$ cat config.mk
export PLATFORM = sky130hd
export DESIGN_NAME = lru_key_value_cache
export DESIGN_NICKNAME = d
export VERILOG_FILES = /design/src/lkvc_pkg.sv /design/src/lkvc_cell.sv /design/src/lru_key_value_cache.sv
export SDC_FILE = /design/constraint.sdc
export NUM_CORES = 1
export LEC_CHECK = 0
export BUFFER_PORTS_ARGS = -buffer_cell sky130_fd_sc_hd__buf_2
export CAP_MARGIN = 15
export CORE_MARGIN = 10
export CORE_UTILIZATION = 65
export CTS_BUF_LIST = sky130_fd_sc_hd__clkbuf_8
export CTS_CLUSTER_SIZE = 25
export DETAILED_ROUTE_END_ITERATION = 6
export GPL_TIMING_DRIVEN = 0
export PLACE_DENSITY = 0.83
export SETUP_SLACK_MARGIN = 0.4
export SKIP_CTS_REPAIR_TIMING = 1
export SLEW_MARGIN = 20
export SYNTH_ARGS = -nofsm -noshare
export SYNTH_HDL_FRONTEND = slang
export SYNTH_SLANG_ARGS = --single-unit
$ cat constraint.sdc
create_clock -name clk -period 16 [get_ports clk]
set_clock_uncertainty 0.1 [all_clocks]
set_input_delay 0 -clock clk [delete_from_list [all_inputs] [get_ports clk]]
set_output_delay 0 -clock clk [all_outputs]
set_load 0.01 [all_outputs]
$ cat src/lkvc_pkg.sv
// Shared types and constants for the LRU key-value cache.
package lkvc_pkg;

	// Width and reset value of the capacity limit register.
	localparam int LIMIT_W = 5;
	localparam logic [LIMIT_W-1:0] LIMIT_RESET = 5'd16;

	// Operation codes carried in the input tuser bit.
	localparam logic FUNC_PUT = 1'b0;
	localparam logic FUNC_GET = 1'b1;

	// Control broadcast from the sequencer to every cell of the chain.
	typedef struct packed {
		logic lookup;     // compare the incoming key and keep the match flag
		logic shift_all;  // put miss: every cell takes its neighbor's entry
		logic shift_hit;  // hit: cells up to the hit cell take their neighbor's entry
	} cell_ctrl_t;

endpackage

$ cat src/lkvc_cell.sv
// One cache entry of the recency chain: key, value, valid flag and match flag.
module lkvc_cell #(
	parameter int KEY_WIDTH   = 16,
	parameter int VALUE_WIDTH = 16,
	parameter int INDEX       = 0
) (
	input  logic                          clk,
	input  logic                          arst_n,
	input  lkvc_pkg::cell_ctrl_t          ctrl,
	input  logic [lkvc_pkg::LIMIT_W-1:0]  limit,
	input  logic [KEY_WIDTH-1:0]          lookup_key,
	input  logic                          prev_valid,
	input  logic [KEY_WIDTH-1:0]          prev_key,
	input  logic [VALUE_WIDTH-1:0]        prev_value,
	input  logic                          prev_seen,
	output logic                          valid,
	output logic [KEY_WIDTH-1:0]          key,
	output logic [VALUE_WIDTH-1:0]        value,
	output logic                          match,
	output logic                          seen,
	output logic [VALUE_WIDTH-1:0]        hit_value
);
	import lkvc_pkg::*;

	logic                   valid_q;
	logic                   match_q;
	logic [KEY_WIDTH-1:0]   key_q;
	logic [VALUE_WIDTH-1:0] value_q;
	logic                   keep;
	logic                   take;

	// A cell stays in use after a put miss only while it lies below the limit.
	// The first cell is always kept, so a limit of zero acts as one.
	assign keep = (INDEX == 0) || (32'(limit) > INDEX);

	// The hit ripples down the chain; the cells from the head down to the hit cell move.
	assign seen = prev_seen | match_q;
	assign take = ctrl.shift_all | (ctrl.shift_hit & ~prev_seen);

	// Valid and match flags.
	always_ff @(posedge clk or negedge arst_n) begin
		if (!arst_n) begin
			valid_q <= 1'b0;
			match_q <= 1'b0;
		end else begin
			if (take) begin
				valid_q <= prev_valid & (~ctrl.shift_all | keep);
			end
			if (ctrl.lookup) begin
				match_q <= valid_q && (key_q == lookup_key);
			end
		end
	end

	// Entry payload moves one cell further from the most recent end.
	always_ff @(posedge clk) begin
		if (take) begin
			key_q   <= prev_key;
			value_q <= prev_value;
		end
	end

	assign valid     = valid_q;
	assign key       = key_q;
	assign value     = value_q;
	assign match     = match_q;
	assign hit_value = value_q & {VALUE_WIDTH{match_q}};

endmodule

$ cat src/lru_key_value_cache.sv
// Top level of the fully associative LRU key-value cache built as a chain of cells.
//
//   port group  | direction | contents
//   ------------+-----------+-----------------------------------------------
//   s_*         | in        | tuser: func; tdata: key, value
//   m_*         | out       | tuser: hit; tdata: read_value
//   cfg_*       | in        | capacity limit write, no read-back
//
// At the accepting edge every cell compares the key; in the update state the chain
// shifts and a get result is loaded into the output register. A get waits in the
// update state while the output register is full and is not being read.
// The cell nearest the input holds the most recent entry; the hit search ripples
// through all CAPACITY cells in the update state, which sets the clock limit.
// Reset empties the cache and sets the capacity limit to 16; no clearing pass.
module lru_key_value_cache #(
	parameter int CAPACITY    = 16,
	parameter int KEY_WIDTH   = 16,
	parameter int VALUE_WIDTH = 16,
	localparam int S_TDATA_W  = ((KEY_WIDTH + VALUE_WIDTH + 7) / 8) * 8,
	localparam int M_TDATA_W  = ((VALUE_WIDTH + 7) / 8) * 8
) (
	input  logic                          clk,
	input  logic                          arst_n,
	input  logic                          s_tvalid,
	output logic                          s_tready,
	input  logic                          s_tuser,   // func
	input  logic [S_TDATA_W-1:0]          s_tdata,   // key, value, zero pad
	output logic                          m_tvalid,
	input  logic                          m_tready,
	output logic                          m_tuser,   // hit
	output logic [M_TDATA_W-1:0]          m_tdata,   // read_value, zero pad
	input  logic                          cfg_we,
	input  logic [lkvc_pkg::LIMIT_W-1:0]  cfg_wdata
);
	import lkvc_pkg::*;

	typedef enum logic [1:0] {
		ST_IDLE   = 2'b01,
		ST_UPDATE = 2'b10
	} state_t;

	state_t                  state_q;
	logic [LIMIT_W-1:0]      limit_q;
	logic                    func_s1;
	logic [KEY_WIDTH-1:0]    key_s1;
	logic [VALUE_WIDTH-1:0]  value_s1;
	logic                    m_valid_q;
	logic                    out_hit_q;
	logic [VALUE_WIDTH-1:0]  out_value_q;

	logic                    accept;
	logic                    out_free;
	logic                    go;
	logic                    any_hit;
	logic [VALUE_WIDTH-1:0]  hit_value;
	cell_ctrl_t              ctrl;

	logic [CAPACITY-1:0]     valid_vec;
	logic [CAPACITY-1:0]     match_vec;
	logic [CAPACITY-1:0]     seen_vec;
	logic [KEY_WIDTH-1:0]    key_vec   [CAPACITY];
	logic [VALUE_WIDTH-1:0]  value_vec [CAPACITY];
	logic [VALUE_WIDTH-1:0]  hv_vec    [CAPACITY];

	// Handshake and sequencing.
	assign s_tready = (state_q == ST_IDLE);
	assign accept   = s_tvalid & s_tready;
	assign out_free = ~m_valid_q | m_tready;
	assign go       = (state_q == ST_UPDATE) && ((func_s1 == FUNC_PUT) || out_free);
	assign any_hit  = seen_vec[CAPACITY-1];

	assign ctrl.lookup    = accept;
	assign ctrl.shift_all = go && (func_s1 == FUNC_PUT) && !any_hit;
	assign ctrl.shift_hit = go && any_hit;

	always_ff @(posedge clk or negedge arst_n) begin
		if (!arst_n) begin
			state_q <= ST_IDLE;
		end else begin
			case (state_q)
				ST_IDLE: begin
					if (accept) begin
						state_q <= ST_UPDATE;
					end
				end
				ST_UPDATE: begin
					if (go) begin
						state_q <= ST_IDLE;
					end
				end
				default: begin
					state_q <= ST_IDLE;
				end
			endcase
		end
	end

	// Capacity limit register.
	always_ff @(posedge clk or negedge arst_n) begin
		if (!arst_n) begin
			limit_q <= LIMIT_RESET;
		end else if (cfg_we) begin
			limit_q <= cfg_wdata;
		end
	end

	// Item held for the update state.
	always_ff @(posedge clk) begin
		if (accept) begin
			func_s1  <= s_tuser;
			key_s1   <= s_tdata[KEY_WIDTH-1:0];
			value_s1 <= s_tdata[KEY_WIDTH +: VALUE_WIDTH];
		end
	end

	// Value of the matching cell; at most one cell matches, so an OR selects it.
	always_comb begin
		hit_value = '0;
		for (int i = 0; i < CAPACITY; i++) begin
			hit_value = hit_value | hv_vec[i];
		end
	end

	// Chain of cells, most recent entry first.
	for (genvar i = 0; i < CAPACITY; i++) begin : g_cell
		logic                   pv;
		logic [KEY_WIDTH-1:0]   pk;
		logic [VALUE_WIDTH-1:0] pval;
		logic                   ps;

		if (i == 0) begin : g_head
			// The head takes the item itself: a put brings its own value, a get the value of the hit cell.
			assign pv   = 1'b1;
			assign pk   = key_s1;
			assign pval = (func_s1 == FUNC_PUT) ? value_s1 : hit_value;
			assign ps   = 1'b0;
		end else begin : g_link
			assign pv   = valid_vec[i-1];
			assign pk   = key_vec[i-1];
			assign pval = value_vec[i-1];
			assign ps   = seen_vec[i-1];
		end

		lkvc_cell #(
			.KEY_WIDTH   (KEY_WIDTH),
			.VALUE_WIDTH (VALUE_WIDTH),
			.INDEX       (i)
		) u_cell (
			.clk        (clk),
			.arst_n     (arst_n),
			.ctrl       (ctrl),
			.limit      (limit_q),
			.lookup_key (s_tdata[KEY_WIDTH-1:0]),
			.prev_valid (pv),
			.prev_key   (pk),
			.prev_value (pval),
			.prev_seen  (ps),
			.valid      (valid_vec[i]),
			.key        (key_vec[i]),
			.value      (value_vec[i]),
			.match      (match_vec[i]),
			.seen       (seen_vec[i]),
			.hit_value  (hv_vec[i])
		);
	end

	// Output register for get results.
	always_ff @(posedge clk or negedge arst_n) begin
		if (!arst_n) begin
			m_valid_q <= 1'b0;
		end else if (go && (func_s1 == FUNC_GET)) begin
			m_valid_q <= 1'b1;
		end else if (m_tready) begin
			m_valid_q <= 1'b0;
		end
	end

	always_ff @(posedge clk) begin
		if (go && (func_s1 == FUNC_GET)) begin
			out_hit_q   <= any_hit;
			out_value_q <= hit_value;
		end
	end

	assign m_tvalid = m_valid_q;
	assign m_tuser  = out_hit_q;
	assign m_tdata  = M_TDATA_W'(out_value_q);

`ifndef SYNTH
	// A key is held by one cell at most.
	a_match_unique: assert property (@(posedge clk) disable iff (!arst_n)
		$onehot0(match_vec))
		else $error("more than one cell matches the key");

	// Occupied cells form an unbroken run from the most recent end.
	a_valid_packed: assert property (@(posedge clk) disable iff (!arst_n)
		(valid_vec & (valid_vec + 1'b1)) == '0)
		else $error("gap in the occupied cells");

	// A miss result carries a zero value.
	a_miss_zero: assert property (@(posedge clk) disable iff (!arst_n)
		m_tvalid && !m_tuser |-> m_tdata == '0)
		else $error("miss result with nonzero value");

	// No item is taken while the previous one is being applied.
	a_one_item: assert property (@(posedge clk) disable iff (!arst_n)
		s_tvalid && s_tready |=> !s_tready)
		else $error("input accepted during update");
`endif

endmodule

==> flow_metrics.tcl <==
set metrics [dict create \
    p_sw_frac 0.231 \
    status "finished with violations" \
    async_reset_ff_frac 0.0664 \
    drc 0 \
    grt_setup_unrepaired "no" \
    p_per_area_nw_per_um2 118 \
    multi_input_comb_area_um2 5130 \
    synth_ff_type "edfxtp_1" \
    worst_pin_slew_ps 1120 \
    period_share 0.257 \
    dieHeight_um 209 \
    syn_nets 1398 \
    insertion_delay_ps 650 \
    io_pins 62 \
    fin_crit_ps 4110 \
    drt_pass1_iterations 6 \
    p_sw_uw 734 \
    hold_violations 41 \
    reg2reg_from "func_s1$_DFFE_PP_" \
    ys_ff_latch 602 \
    path_class "reg -> reg" \
    synth_most_common_cell "edfxtp_1" \
    antenna_left 0 \
    gp_congestion 0.907 \
    clk_pin_slew_worst_paths_ps 80 \
    routedWlPerCell_um 28.2 \
    fmax_mhz 243 \
    initial_core_util 0.656 \
    grt_pass1_wl_um 85300 \
    finalNetCount 1650 \
    cts_max_level 3 \
    cp-end-kind "flop" \
    drive_above_1_share 0.152 \
    clockPowerShare 0.372 \
    synth_cell_types 45 \
    hp-class "in -> async" \
    overflow 0 \
    via_count 14100 \
    cap_viol_max_count 0 \
    first_iter_violations 2116 \
    ff_latch_area_um2 17900 \
    syn-mean-instance-area_um2 17.2 \
    failed_checks "negative hold slack" \
    synthCells 1355 \
    area_delta_synth_final_pct 16.2 \
    place_area_um2 24700 \
    portBuffers 61 \
    via_per_inst 6.61 \
    start_kind "flop" \
    netlist_area_um2 23300 \
    cp_data_arrival_time_ps 4330 \
    ys_seq_area_frac 0.769 \
    r2r_slack_ps 11890 \
    place.detailed.hpwl_um 39500 \
    routed_wl_um 60200 \
    synth_common_cells "562 x edfxtp_1, 256 x xnor2_1, 67 x clkbuf_1" \
    cts_root_buf "clkbuf_8" \
    die_area_um2 43800 \
    cts_buffer_depth 3 \
    peakVddDrop_mv 0.0769 \
    cts_tree "yes" \
    synth.largest_area_cell "edfxtp_1" \
    grt_pass1_vias 14100 \
    die_x_um 209 \
    path_max_fanout 11 \
    r2r_end "g_cell[8].u_cell.key[14]$_DFFE_PP_" \
    grtUsageTotal 0.262 \
    fillerInstances 1850 \
    antenna_found_initial 0 \
    p_leak_nw 8.79 \
    crit_required_ps 16220 \
    synth_edf_count 562 \
    drv_slew 0 \
    cp-startpoint "func_s1$_DFFE_PP_" \
    cts.sinks 602 \
    coreArea_um2 35500 \
    combPwrFrac 0.059 \
    rr_worst_depth 8 \
    n_antenna_cell 0 \
    finalInstanceArea_um2 27000 \
    rows 69 \
    netlist.area_leader.share 0.725 \
    whs_ps -51.0 \
    internal-power_mw 2.45 \
    tns_ps 0 \
    setup_viol 0 \
    cts_made_buffers 90 \
    ys_warn_count 0 \
    synth_area_leaders "edfxtp_1 73%, xnor2_1 9.6%, dfrtp_1 4.1%, a22oi_1 2.1%, nand4_1 1.7%" \
    p_seq_frac 0.569 \
    grt_start_max_net_pins 41 \
    slew_headroom 0.253 \
]
==> metrics by stage <==
| step | worst slack (ps) | hold WS [ps] | utilization | power (mW) | std cells |
|---|---|---|---|---|---|
| floorplan | 10540 | -396 | - | 1.93 | 1355 |
| global placement | 7320 | 56.1 | 0.681 | 1.99 | 1877 |
| detailed placement | 12130 | 74.6 | 0.696 | 2.01 | 1910 |
| CTS | 12140 | -620 | 0.743 | 3.16 | 2073 |
| global route | 11840 | -19.1 | 0.762 | 3.27 | 2139 |
| finish | 11890 | -51.0 | 0.762 | 3.18 | 2139 |
==> power groups by stage <==
stage / Combinational (mW) / Clock, mW / Sequential (mW)
global route: 0.201 / 1.26 / 1.81
finish: 0.189 / 1.18 / 1.81
detailed placement: 0.169 / 0 / 1.84
global placement: 0.151 / 0 / 1.84
CTS: 0.172 / 1.18 / 1.81
floorplan: 0.106 / 0 / 1.83
==> per-layer routing <==
metal  share of wire  global-route usage  up-vias
met5               0                   0        -
met4           0.047               0.121        0
met3            0.15              0.0834      253
met2            0.46               0.403     1248
met1            0.34               0.335     6864
li1                -                   -     5781
==> final cells by class <==
cell class	count	share of cell area
Clock buffer	99	0.0504
Buffer	76	0.0112
Clock inverter	64	0.0113
Tap cell	461	0.0213
Timing Repair Buffer	160	0.0525
Multi-Input combinational cell	663	0.190
Sequential cell	602	0.662
Inverter	14	0.00194
==> critical path, cell delays in order, from the launching register on <==
cell and delay, ps:
edfxtp_1 370, clkbuf_1 440, or3b_2 620, clkbuf_1 320, nor4_1 330, a31oi_2 230, nor3_2 840, buf_4 310
buf_4 210
==> flip-flops by register name, summed over array words and instances, names as in the netlist <==
name and cells:
func_s1 1, g_cell.pk 16, g_cell.u_cell.key 256, g_cell.u_cell.match 16, g_cell.u_cell.valid 16, g_cell.u_cell.value 256
limit_q 5, m_tdata 16, m_tuser 1, m_tvalid 1, state_q 2, value_s1 16
==> worst max path at each step <==
stage,to,slack [ps]
floorplan,g_cell[9].u_cell.valid$_DFFE_PN0P_,10540
CTS,g_cell[8].u_cell.key[3]$_DFFE_PP_,12140
detailed placement,g_cell[8].u_cell.key[14]$_DFFE_PP_,12130
global route,g_cell[8].u_cell.key[3]$_DFFE_PP_,11840
finish,g_cell[8].u_cell.key[14]$_DFFE_PP_,11890
global placement,g_cell[9].u_cell.valid$_DFFE_PN0P_,7320
==> cell families (layout without fill, tap and decap cells) <==
kind of cell	after synthesis	in the layout	share of synthesized area
simple gates	194	194	0.0467
flops	602	602	0.769
xor+xnor	256	256	0.0964
compound gates	183	183	0.0588
mux	30	30	0.0143
buf+inv	90	413	0.0153
==> cell usage in the layout (no fill, tap or decap), types with 8 or more instances in the layout <==
cell	n
dfrtp_1	38
xnor2_1	256
mux2_2	25
nand4_1	65
clkinv_1	18
a22o_1	32
nor4_1	18
nor2_1	8
o21ai_0	30
buf_4	9
clkbuf_8	99
edfxtp_1	562
buf_6	10
clkbuf_1	67
nand2_1	22
inv_1	45
and3_1	17
nand3_1	34
a22oi_1	64
buf_2	67
dlygate4sd3_1	66
a221oi_1	32
Power figures use the tool's default switching activity.
